### config.mk
export PLATFORM = sky130hd
export DESIGN_NAME = givens_rotation_unit
export DESIGN_NICKNAME = d
export VERILOG_FILES = /design/src/hdl/gru_pkg.sv /design/src/hdl/gru_datapath.sv /design/src/hdl/gru_ctrl.sv /design/src/hdl/givens_rotation_unit.sv
export SDC_FILE = /design/constraint.sdc
export NUM_CORES = 2
export LEC_CHECK = 0
export BUFFER_PORTS_ARGS = -buffer_cell sky130_fd_sc_hd__buf_2
export CORE_MARGIN = 5
export CORE_UTILIZATION = 38
export DETAILED_ROUTE_END_ITERATION = 8
export GPL_TIMING_DRIVEN = 0
export MAX_ROUTING_LAYER = met4
export PLACE_DENSITY_LB_ADDON = 0.25
export SKIP_CTS_REPAIR_TIMING = 1
export SYNTH_ARGS = -nofsm -noshare
export SYNTH_HDL_FRONTEND = slang
export SYNTH_SLANG_ARGS = --single-unit
### constraint.sdc
create_clock -name clock -period 13.8 [get_ports clock]
set_input_delay 1.38 -clock clock [delete_from_list [all_inputs] [get_ports clock]]
set_output_delay 1.38 -clock clock [all_outputs]
set_load 0.01 [all_outputs]
### src/hdl/gru_pkg.sv
// gru_pkg: widths, datapath operation codes and status type of the givens rotation unit
// shared by the controller, the datapath and the top level; no dependencies
package gru_pkg;

   localparam int DW       = 32;                      // data width, Q16.16 at 32
   localparam int OPW      = (DW + 1 > 32) ? DW + 1 : 32;  // multiplier operand width
   localparam int PW       = 2 * OPW;                 // product width
   localparam int AW       = PW + 1;                  // accumulator width
   localparam int TW       = AW - 30;                 // rounded apply value width
   localparam int RW       = DW + 3;                  // square root remainder width
   localparam int QW       = 32;                      // ratio quotient bits
   localparam int CW       = $clog2(((DW > QW) ? DW : QW) + 1);

   typedef enum logic [4:0] {
      OP_NONE,
      OP_LOAD,
      OP_MUL_AA,
      OP_MUL_BB,
      OP_MUL_CX,
      OP_MUL_SY,
      OP_MUL_CY,
      OP_MUL_SX,
      OP_ACC_LOAD,
      OP_ACC_ADD,
      OP_ACC_SUB,
      OP_RND1,
      OP_RND2,
      OP_RT_INIT,
      OP_RT_STEP,
      OP_RT_RND,
      OP_DV_INIT_C,
      OP_DV_INIT_S,
      OP_DV_STEP,
      OP_DV_END_C,
      OP_DV_END_S,
      OP_GEN_RES,
      OP_ZERO,
      OP_OUT
   } dp_op_type;

   typedef struct packed {
      logic apply;
      logic zero;
   } status_type;

endpackage

### src/hdl/gru_datapath.sv
// gru_datapath: shared multiplier, accumulator, bit-serial square root and divider
// depends on gru_pkg; driven one operation a cycle by gru_ctrl
module gru_datapath (
   input  logic                     clock,
   input  logic                     reset,
   input  gru_pkg::dp_op_type       op,
   input  logic                     in_opcode,
   input  logic [gru_pkg::DW-1:0]   in_first,
   input  logic [gru_pkg::DW-1:0]   in_second,
   output gru_pkg::status_type      status,
   output logic [gru_pkg::DW-1:0]   out_first,
   output logic [gru_pkg::DW-1:0]   out_second
);

   localparam int DW  = gru_pkg::DW;
   localparam int OPW = gru_pkg::OPW;
   localparam int PW  = gru_pkg::PW;
   localparam int AW  = gru_pkg::AW;
   localparam int TW  = gru_pkg::TW;
   localparam int RW  = gru_pkg::RW;
   localparam int QW  = gru_pkg::QW;

   localparam logic signed [AW-1:0] RHALF = AW'(64'd1 << 29);
   localparam logic signed [TW-1:0] TMAX  = TW'({1'b0, {(DW-1){1'b1}}});
   localparam logic signed [TW-1:0] TMIN  = -TMAX - TW'(1);
   localparam logic [DW:0]          RMAX  = {2'b00, {(DW-1){1'b1}}};

   logic                   opc_ff;
   logic signed [DW-1:0]   x_ff, y_ff;
   logic signed [PW-1:0]   prod_ff;
   logic signed [AW-1:0]   acc_ff;
   logic [2*DW-1:0]        rad_ff;
   logic [RW-1:0]          rem_ff;
   logic [DW:0]            root_ff;
   logic [DW+1:0]          drem_ff;
   logic [QW-1:0]          dq_ff;
   logic signed [31:0]     cos_ff, sin_ff;
   logic [DW-1:0]          res1_ff, res2_ff;
   logic [DW-1:0]          first_ff, second_ff;

   logic [DW-1:0]          ax, ay;
   logic signed [OPW-1:0]  mul_a, mul_b;
   logic signed [AW-1:0]   rsum;
   logic signed [TW-1:0]   rt;
   logic [DW-1:0]          rsat;
   logic [RW-1:0]          remsh, trial;
   logic                   rt_ge;
   logic                   dv_ge;
   logic [DW+1:0]          dsub;
   logic [QW:0]            qinc;
   logic [31:0]            qmag;

   assign ax = x_ff[DW-1] ? (~x_ff + 1'b1) : x_ff;
   assign ay = y_ff[DW-1] ? (~y_ff + 1'b1) : y_ff;

   assign status.apply = opc_ff;
   assign status.zero  = (x_ff == '0) && (y_ff == '0);

   always_comb begin
      mul_a = OPW'(ax);
      mul_b = OPW'(ax);
      case (op)
         gru_pkg::OP_MUL_BB: begin
            mul_a = OPW'(ay);
            mul_b = OPW'(ay);
         end
         gru_pkg::OP_MUL_CX: begin
            mul_a = OPW'(cos_ff);
            mul_b = OPW'(x_ff);
         end
         gru_pkg::OP_MUL_SY: begin
            mul_a = OPW'(sin_ff);
            mul_b = OPW'(y_ff);
         end
         gru_pkg::OP_MUL_CY: begin
            mul_a = OPW'(cos_ff);
            mul_b = OPW'(y_ff);
         end
         gru_pkg::OP_MUL_SX: begin
            mul_a = OPW'(sin_ff);
            mul_b = OPW'(x_ff);
         end
         default: begin
            mul_a = OPW'(ax);
            mul_b = OPW'(ax);
         end
      endcase
   end

   // round half up then saturate
   assign rsum = acc_ff + RHALF;
   assign rt   = TW'(rsum >>> 30);
   assign rsat = (rt > TMAX) ? DW'(TMAX) : ((rt < TMIN) ? DW'(TMIN) : DW'(rt));

   // square root digit step
   assign remsh = {rem_ff[RW-3:0], rad_ff[2*DW-1:2*DW-2]};
   assign trial = {root_ff, 2'b01};
   assign rt_ge = (remsh >= trial);

   // divider step
   assign dv_ge = (drem_ff >= {1'b0, root_ff});
   assign dsub  = dv_ge ? (drem_ff - {1'b0, root_ff}) : drem_ff;
   assign qinc  = {1'b0, dq_ff} + (QW+1)'(1);
   assign qmag  = qinc[QW:1];

   always_ff @(posedge clock) begin
      if (reset) begin
         cos_ff <= '0;
         sin_ff <= '0;
      end else begin
         case (op)
            gru_pkg::OP_DV_END_C: cos_ff <= x_ff[DW-1] ? -$signed(qmag) : $signed(qmag);
            gru_pkg::OP_DV_END_S: sin_ff <= y_ff[DW-1] ? -$signed(qmag) : $signed(qmag);
            gru_pkg::OP_ZERO: begin
               cos_ff <= '0;
               sin_ff <= '0;
            end
            default: ;
         endcase
      end
   end

   always_ff @(posedge clock) begin
      case (op)
         gru_pkg::OP_LOAD: begin
            opc_ff <= in_opcode;
            x_ff   <= in_first;
            y_ff   <= in_second;
         end
         gru_pkg::OP_MUL_AA, gru_pkg::OP_MUL_BB, gru_pkg::OP_MUL_CX,
         gru_pkg::OP_MUL_SY, gru_pkg::OP_MUL_CY, gru_pkg::OP_MUL_SX: begin
            prod_ff <= mul_a * mul_b;
         end
         gru_pkg::OP_ACC_LOAD: acc_ff <= AW'(prod_ff);
         gru_pkg::OP_ACC_ADD:  acc_ff <= acc_ff + AW'(prod_ff);
         gru_pkg::OP_ACC_SUB:  acc_ff <= acc_ff - AW'(prod_ff);
         gru_pkg::OP_RND1:     res1_ff <= rsat;
         gru_pkg::OP_RND2:     res2_ff <= rsat;
         gru_pkg::OP_RT_INIT: begin
            rad_ff  <= acc_ff[2*DW-1:0];
            rem_ff  <= '0;
            root_ff <= '0;
         end
         gru_pkg::OP_RT_STEP: begin
            rad_ff  <= {rad_ff[2*DW-3:0], 2'b00};
            rem_ff  <= rt_ge ? (remsh - trial) : remsh;
            root_ff <= {root_ff[DW-1:0], rt_ge};
         end
         gru_pkg::OP_RT_RND: begin
            if (rem_ff > RW'(root_ff)) begin
               root_ff <= root_ff + (DW+1)'(1);
            end
         end
         gru_pkg::OP_DV_INIT_C: begin
            drem_ff <= (DW+2)'(ax);
            dq_ff   <= '0;
         end
         gru_pkg::OP_DV_INIT_S: begin
            drem_ff <= (DW+2)'(ay);
            dq_ff   <= '0;
         end
         gru_pkg::OP_DV_STEP: begin
            drem_ff <= {dsub[DW:0], 1'b0};
            dq_ff   <= {dq_ff[QW-2:0], dv_ge};
         end
         gru_pkg::OP_GEN_RES: begin
            res1_ff <= (root_ff > RMAX) ? RMAX[DW-1:0] : root_ff[DW-1:0];
            res2_ff <= '0;
         end
         gru_pkg::OP_ZERO: begin
            res1_ff <= '0;
            res2_ff <= '0;
         end
         gru_pkg::OP_OUT: begin
            first_ff  <= res1_ff;
            second_ff <= res2_ff;
         end
         default: ;
      endcase
   end

   assign out_first  = first_ff;
   assign out_second = second_ff;

endmodule

### src/hdl/gru_ctrl.sv
// gru_ctrl: sequencer of the givens rotation unit, handshakes and step counting
// depends on gru_pkg; issues one datapath operation a cycle to gru_datapath
module gru_ctrl (
   input  logic                  clock,
   input  logic                  reset,
   input  logic                  req_valid,
   output logic                  req_ready,
   output logic                  rsp_valid,
   input  logic                  rsp_ready,
   input  gru_pkg::status_type   status,
   output gru_pkg::dp_op_type    op
);

   localparam int CW = gru_pkg::CW;

   typedef enum logic [4:0] {
      S_IDLE, S_DECODE, S_ZERO,
      S_MAA, S_ALDG, S_MBB, S_AADG,
      S_RTINIT, S_RTSTEP, S_RTRND,
      S_DVINC, S_DVSTC, S_DVENC, S_DVINS, S_DVSTS, S_DVENS, S_GENRES,
      S_MCX, S_ALD1, S_MSY, S_AADD, S_RND1,
      S_MCY, S_ALD2, S_MSX, S_ASUB, S_RND2,
      S_OUT
   } state_type;

   state_type     state_ff;
   logic [CW-1:0] cnt_ff;
   logic          rsp_valid_ff;
   logic          out_free;

   assign req_ready = (state_ff == S_IDLE);
   assign rsp_valid = rsp_valid_ff;
   assign out_free  = !rsp_valid_ff || rsp_ready;

   always_comb begin
      case (state_ff)
         S_IDLE:   op = req_valid ? gru_pkg::OP_LOAD : gru_pkg::OP_NONE;
         S_ZERO:   op = gru_pkg::OP_ZERO;
         S_MAA:    op = gru_pkg::OP_MUL_AA;
         S_MBB:    op = gru_pkg::OP_MUL_BB;
         S_ALDG, S_ALD1, S_ALD2: op = gru_pkg::OP_ACC_LOAD;
         S_AADG, S_AADD:         op = gru_pkg::OP_ACC_ADD;
         S_ASUB:   op = gru_pkg::OP_ACC_SUB;
         S_RTINIT: op = gru_pkg::OP_RT_INIT;
         S_RTSTEP: op = gru_pkg::OP_RT_STEP;
         S_RTRND:  op = gru_pkg::OP_RT_RND;
         S_DVINC:  op = gru_pkg::OP_DV_INIT_C;
         S_DVINS:  op = gru_pkg::OP_DV_INIT_S;
         S_DVSTC, S_DVSTS: op = gru_pkg::OP_DV_STEP;
         S_DVENC:  op = gru_pkg::OP_DV_END_C;
         S_DVENS:  op = gru_pkg::OP_DV_END_S;
         S_GENRES: op = gru_pkg::OP_GEN_RES;
         S_MCX:    op = gru_pkg::OP_MUL_CX;
         S_MSY:    op = gru_pkg::OP_MUL_SY;
         S_MCY:    op = gru_pkg::OP_MUL_CY;
         S_MSX:    op = gru_pkg::OP_MUL_SX;
         S_RND1:   op = gru_pkg::OP_RND1;
         S_RND2:   op = gru_pkg::OP_RND2;
         S_OUT:    op = out_free ? gru_pkg::OP_OUT : gru_pkg::OP_NONE;
         default:  op = gru_pkg::OP_NONE;
      endcase
   end

   always_ff @(posedge clock) begin
      if (reset) begin
         state_ff     <= S_IDLE;
         cnt_ff       <= '0;
         rsp_valid_ff <= 1'b0;
      end else begin
         if ((state_ff == S_OUT) && out_free) begin
            rsp_valid_ff <= 1'b1;
         end else if (rsp_valid_ff && rsp_ready) begin
            rsp_valid_ff <= 1'b0;
         end
         case (state_ff)
            S_IDLE: begin
               if (req_valid) begin
                  state_ff <= S_DECODE;
               end
            end
            S_DECODE: begin
               if (status.apply) begin
                  state_ff <= S_MCX;
               end else if (status.zero) begin
                  state_ff <= S_ZERO;
               end else begin
                  state_ff <= S_MAA;
               end
            end
            S_ZERO:   state_ff <= S_OUT;
            S_MAA:    state_ff <= S_ALDG;
            S_ALDG:   state_ff <= S_MBB;
            S_MBB:    state_ff <= S_AADG;
            S_AADG:   state_ff <= S_RTINIT;
            S_RTINIT: begin
               cnt_ff   <= '0;
               state_ff <= S_RTSTEP;
            end
            S_RTSTEP: begin
               cnt_ff <= cnt_ff + CW'(1);
               if (cnt_ff == CW'(gru_pkg::DW - 1)) begin
                  state_ff <= S_RTRND;
               end
            end
            S_RTRND:  state_ff <= S_DVINC;
            S_DVINC: begin
               cnt_ff   <= '0;
               state_ff <= S_DVSTC;
            end
            S_DVSTC: begin
               cnt_ff <= cnt_ff + CW'(1);
               if (cnt_ff == CW'(gru_pkg::QW - 1)) begin
                  state_ff <= S_DVENC;
               end
            end
            S_DVENC:  state_ff <= S_DVINS;
            S_DVINS: begin
               cnt_ff   <= '0;
               state_ff <= S_DVSTS;
            end
            S_DVSTS: begin
               cnt_ff <= cnt_ff + CW'(1);
               if (cnt_ff == CW'(gru_pkg::QW - 1)) begin
                  state_ff <= S_DVENS;
               end
            end
            S_DVENS:  state_ff <= S_GENRES;
            S_GENRES: state_ff <= S_OUT;
            S_MCX:    state_ff <= S_ALD1;
            S_ALD1:   state_ff <= S_MSY;
            S_MSY:    state_ff <= S_AADD;
            S_AADD:   state_ff <= S_RND1;
            S_RND1:   state_ff <= S_MCY;
            S_MCY:    state_ff <= S_ALD2;
            S_ALD2:   state_ff <= S_MSX;
            S_MSX:    state_ff <= S_ASUB;
            S_ASUB:   state_ff <= S_RND2;
            S_RND2:   state_ff <= S_OUT;
            S_OUT: begin
               if (out_free) begin
                  state_ff <= S_IDLE;
               end
            end
            default:  state_ff <= S_IDLE;
         endcase
      end
   end

`ifndef SYNTHESIS
   a_accept_decodes: assert property (@(posedge clock) disable iff (reset)
      (req_valid && req_ready) |=> (state_ff == S_DECODE))
      else $error("accepted beat not decoded");
   a_out_only_free: assert property (@(posedge clock) disable iff (reset)
      (op == gru_pkg::OP_OUT) |-> (!rsp_valid_ff || rsp_ready))
      else $error("result overwritten while pending");
   a_step_bound: assert property (@(posedge clock) disable iff (reset)
      (state_ff == S_RTSTEP) |-> (cnt_ff < CW'(gru_pkg::DW)))
      else $error("square root step count overrun");
   a_rsp_rises_from_out: assert property (@(posedge clock) disable iff (reset)
      $rose(rsp_valid_ff) |-> ($past(state_ff) == S_OUT))
      else $error("result raised outside output state");
`endif

endmodule

### src/hdl/givens_rotation_unit.sv
// givens_rotation_unit: generate runs the bit-serial square root and the two serial divisions;
// apply runs through one shared multiplier; a zero pair on generate goes through the zero state
// to the output; one item at a time, the next beat taken in the idle cycle after the result is
// raised, even while it waits on the rsp side
// synchronous active-high reset clears the sequencer, the response valid and the rotation
// depends on gru_pkg, gru_ctrl and gru_datapath
module givens_rotation_unit (
   input  logic                     clock,
   input  logic                     reset,
   input  logic                     req_valid,
   output logic                     req_ready,
   input  logic                     req_opcode,
   input  logic [gru_pkg::DW-1:0]   req_first_value,
   input  logic [gru_pkg::DW-1:0]   req_second_value,
   output logic                     rsp_valid,
   input  logic                     rsp_ready,
   output logic [gru_pkg::DW-1:0]   rsp_first_result,
   output logic [gru_pkg::DW-1:0]   rsp_second_result
);

   gru_pkg::dp_op_type  op;
   gru_pkg::status_type status;

   gru_ctrl u_ctrl (
      .clock     (clock),
      .reset     (reset),
      .req_valid (req_valid),
      .req_ready (req_ready),
      .rsp_valid (rsp_valid),
      .rsp_ready (rsp_ready),
      .status    (status),
      .op        (op)
   );

   gru_datapath u_datapath (
      .clock      (clock),
      .reset      (reset),
      .op         (op),
      .in_opcode  (req_opcode),
      .in_first   (req_first_value),
      .in_second  (req_second_value),
      .status     (status),
      .out_first  (rsp_first_result),
      .out_second (rsp_second_result)
   );

endmodule
==> results.md <==
* Hold slack at between 0.4 and 0.5 ns
* Clock root buffer: clkbuf_16
* Clk Latency, worst-skew pair at approximately 0.72 ns
* DIE AREA at 208,000 um2
* # DRC at 0
* First-pass GRT wire length at approximately 460,000 um
* Setup Viol. Count Final at 2
* Final setup margin at -0.120 ns
* Hold_sp: u_datapath.res2_ff[24]$_SDFFCE_PN0P_
* Top_reg_cell synth: edfxtp_1
* Overflow after GRT at 0
* Port bufs at roughly 130
* Share of post-route cells with drive strength above 1 at 0.0617
* I/O pins at between 100 and 150
* Drt pass-1 iters at 8
* Flops & latches, synth at 600
* Routed WL at 322,000 um
* Mapped Area at roughly 76,000 um2
* Chip Height at 456 um
* Crit path from: rsp_ready
* Status: finished with violations
* CTS clk-pin slew, worst paths at around 0.060 ns
* Num rows at between 150 and 200
* Vias at between 60,000 and 70,000
* Total Routing Usage GR at 0.315
* Hold Violations, Final at 0
* Family with the most delay on the worst path: adder cells
* Area Growth Syn to Fin at 10.1%
* Largest net degree at the start of global routing at between 60 and 70
* CP max FO at 10
* Core area at 198,000 um2
* Element type at the critical path end: flop
* CP Data Required Time at ~14 ns
* Kind of critical path: in -> reg
* Final net count at slightly above 10,000
* Post-DP HPWL at roughly 270,000 um
* GPL Wtd Cong at between 1 and 1.5
* Initial antenna violation count at 28
* Synth Net Count at approximately 9,800
* Longest Clk Path Bufs at 3
* FFs w/ async S/R, synth at 0
* Die width at 456 um
* Slew @ Worst Pin at around 1.5 ns
* Max-slew violation count at 11
* Clk_skew at 0.0525 ns
* Crit path DAT at around 14 ns
* DRT iter0 DRCs at roughly 6,100
* Ys Warns at 0
* Clock Sinks at 600
* Post-route minimum period at 13.92 ns
* Most numerous cell on the critical path: fa_1
* Post-synth EDFFs at ~520
* Largest stage delay on the critical path at around 0.98 ns
* Buf+Inv Stages, Crit Path at 11
* Synth Area per Inst at between 9 and 10 um2
* Mean number of vias per cell at around 5.6
* Final antenna-violating net count at 0
* Part of the Yosys area used for sequential elements at 0.228
* Max-slew headroom at -0.0318
* Finished Core Util at 0.421
* Fmax at between 70 and 80 MHz
* H-tree Lvls at 3
* Wire per inst at roughly 29 um
* Total CTS buffers at between 70 and 80
* Final worst path period share at 1.01
* Cell variety after synth at just under 90
* Max Cap Violations at 1
* Slowest-stage cell, CP: xnor2_1
* Critical Path Start Type: input pin
* Min-Delay Path Class: reg -> reg
* Post-Syn Instances at between 8,000 and 9,000
* CTS tree: built
* Starting Density at 0.383
* Failing checks: max-capacitance violations, max-slew violations, negative setup slack
* RSZ-0062 raised after global routing: no
* Number of global-route vias before repair at ~64,000
* RR Startpoint: u_ctrl.state_ff[3]$_SDFFE_PP0P_
metal layers:
metal	global-route usage	vias up	wire, um
met5	-	-	0
met4	0.173	0	23200
met3	0.0518	766	24700
met2	0.482	2853	143000
met1	0.400	32100	131000
li1	-	27400	-
cells in the final DEF, fill, tap and decap left out, types with 54 or more instances in the layout:
master,n
nand2b_1,59
nor3_1,95
clkbuf_16,73
nand2_1,1083
xnor2_1,234
o21ai_0,289
edfxtp_1,524
and2_1,97
inv_1,1208
a21o_1,109
a21oi_1,301
fa_1,1145
ha_1,360
o221ai_1,57
xor2_1,212
dfxtp_1,76
or3_1,54
mux2i_1,59
buf_2,168
nand3_1,106
clkbuf_1,269
nor2_1,925
nand4_1,67
clkbuf_2,67
cell families after synthesis:
logic type | Yosys count | share of synthesized area
and+or+nand+nor | 2733 | 0.157
buffers and inverters | 1613 | 0.0806
adders and majority gates | 1507 | 0.363
AOI/OAI and AO/OA | 1280 | 0.109
DFF | 600 | 0.228
xor gates and xnor gates | 458 | 0.0530
muxes | 66 | 0.00884
worst register-to-register path, delay by kind of cell, from the launching register on:
| kind | cells | cell delay [ns] |
|---|---|---|
| compound gates | 10 | 2.36 |
| xor+xnor | 1 | 0.98 |
| fa+ha+maj | 9 | 5.04 |
| buf+inv | 10 | 2.49 |
| flops | 1 | 0.47 |
| mux | 1 | 0.40 |
| simple gates | 6 | 1.70 |
cell type report:
type	instances	area (um2)
tap	2640	3300
timing repair buffer	167	1140
fill	19800	115000
clock buffer	80	1860
inverter	1213	4560
antenna	22	55.1
sequential	600	17300
buffer	394	1660
clock inverter	53	667
multi-input combinational	6044	52800
worst paths after layout:
path,end,slack (ns),cells past startpoint
max,u_datapath.prod_ff[65]$_DFFE_PP_,-0.12,39
min reg2reg,u_datapath.out_second[24]$_DFFE_PN_,0.42,0
min,u_datapath.out_second[24]$_DFFE_PN_,0.42,0
max reg2reg,u_datapath.prod_ff[65]$_DFFE_PP_,-0.05,37
through the flow:
step           area [um2]  TNS (ns)  worst slack (ns)  cells
3_5_place_dp        80200    -56.52             -3.11  11100
5_1_grt             83300         0          0.000473  11200
6_report            83300    -0.146            -0.120  11200
2_1_floorplan       75700         0              2.32   8257
3_3_place_gp        79700    -86.35             -5.34  11000
4_1_cts             82700    -47.49             -2.80  11200
synth_stat cells, types with 42 or more instances:
library cell / count / area (um2)
a21o_1: 110 / 826
a21oi_1: 313 / 1570
a22oi_1: 44 / 330
a31oi_1: 53 / 332
and2_1: 96 / 601
and3_1: 49 / 307
clkbuf_1: 341 / 1280
dfxtp_1: 76 / 1520
edfxtp_1: 524 / 15700
fa_1: 1147 / 23000
ha_1: 360 / 4500
inv_1: 1210 / 4540
mux2i_1: 59 / 591
nand2_1: 1090 / 4090
nand2b_1: 61 / 382
nand3_1: 107 / 536
nand4_1: 67 / 419
nor2_1: 938 / 3520
nor2b_1: 42 / 263
nor3_1: 96 / 480
o21a_1: 43 / 323
o21ai_0: 298 / 1490
o221ai_1: 57 / 499
o31ai_1: 49 / 368
or3_1: 54 / 338
xnor2_1: 242 / 2120
xor2_1: 216 / 1890
registers in the layout, indices dropped and copies added (netlist names), 33 cells and up:
register and cells:
u_datapath.drem_ff 34, u_datapath.prod_ff 66, u_datapath.root_ff 33, u_datapath.rad_ff 64, u_datapath.rem_ff 35, u_datapath.acc_ff 67
Power is left out: the tool's default activity adds up to more than one toggle a clock period on the data nets, which glitch-free logic cannot reach.
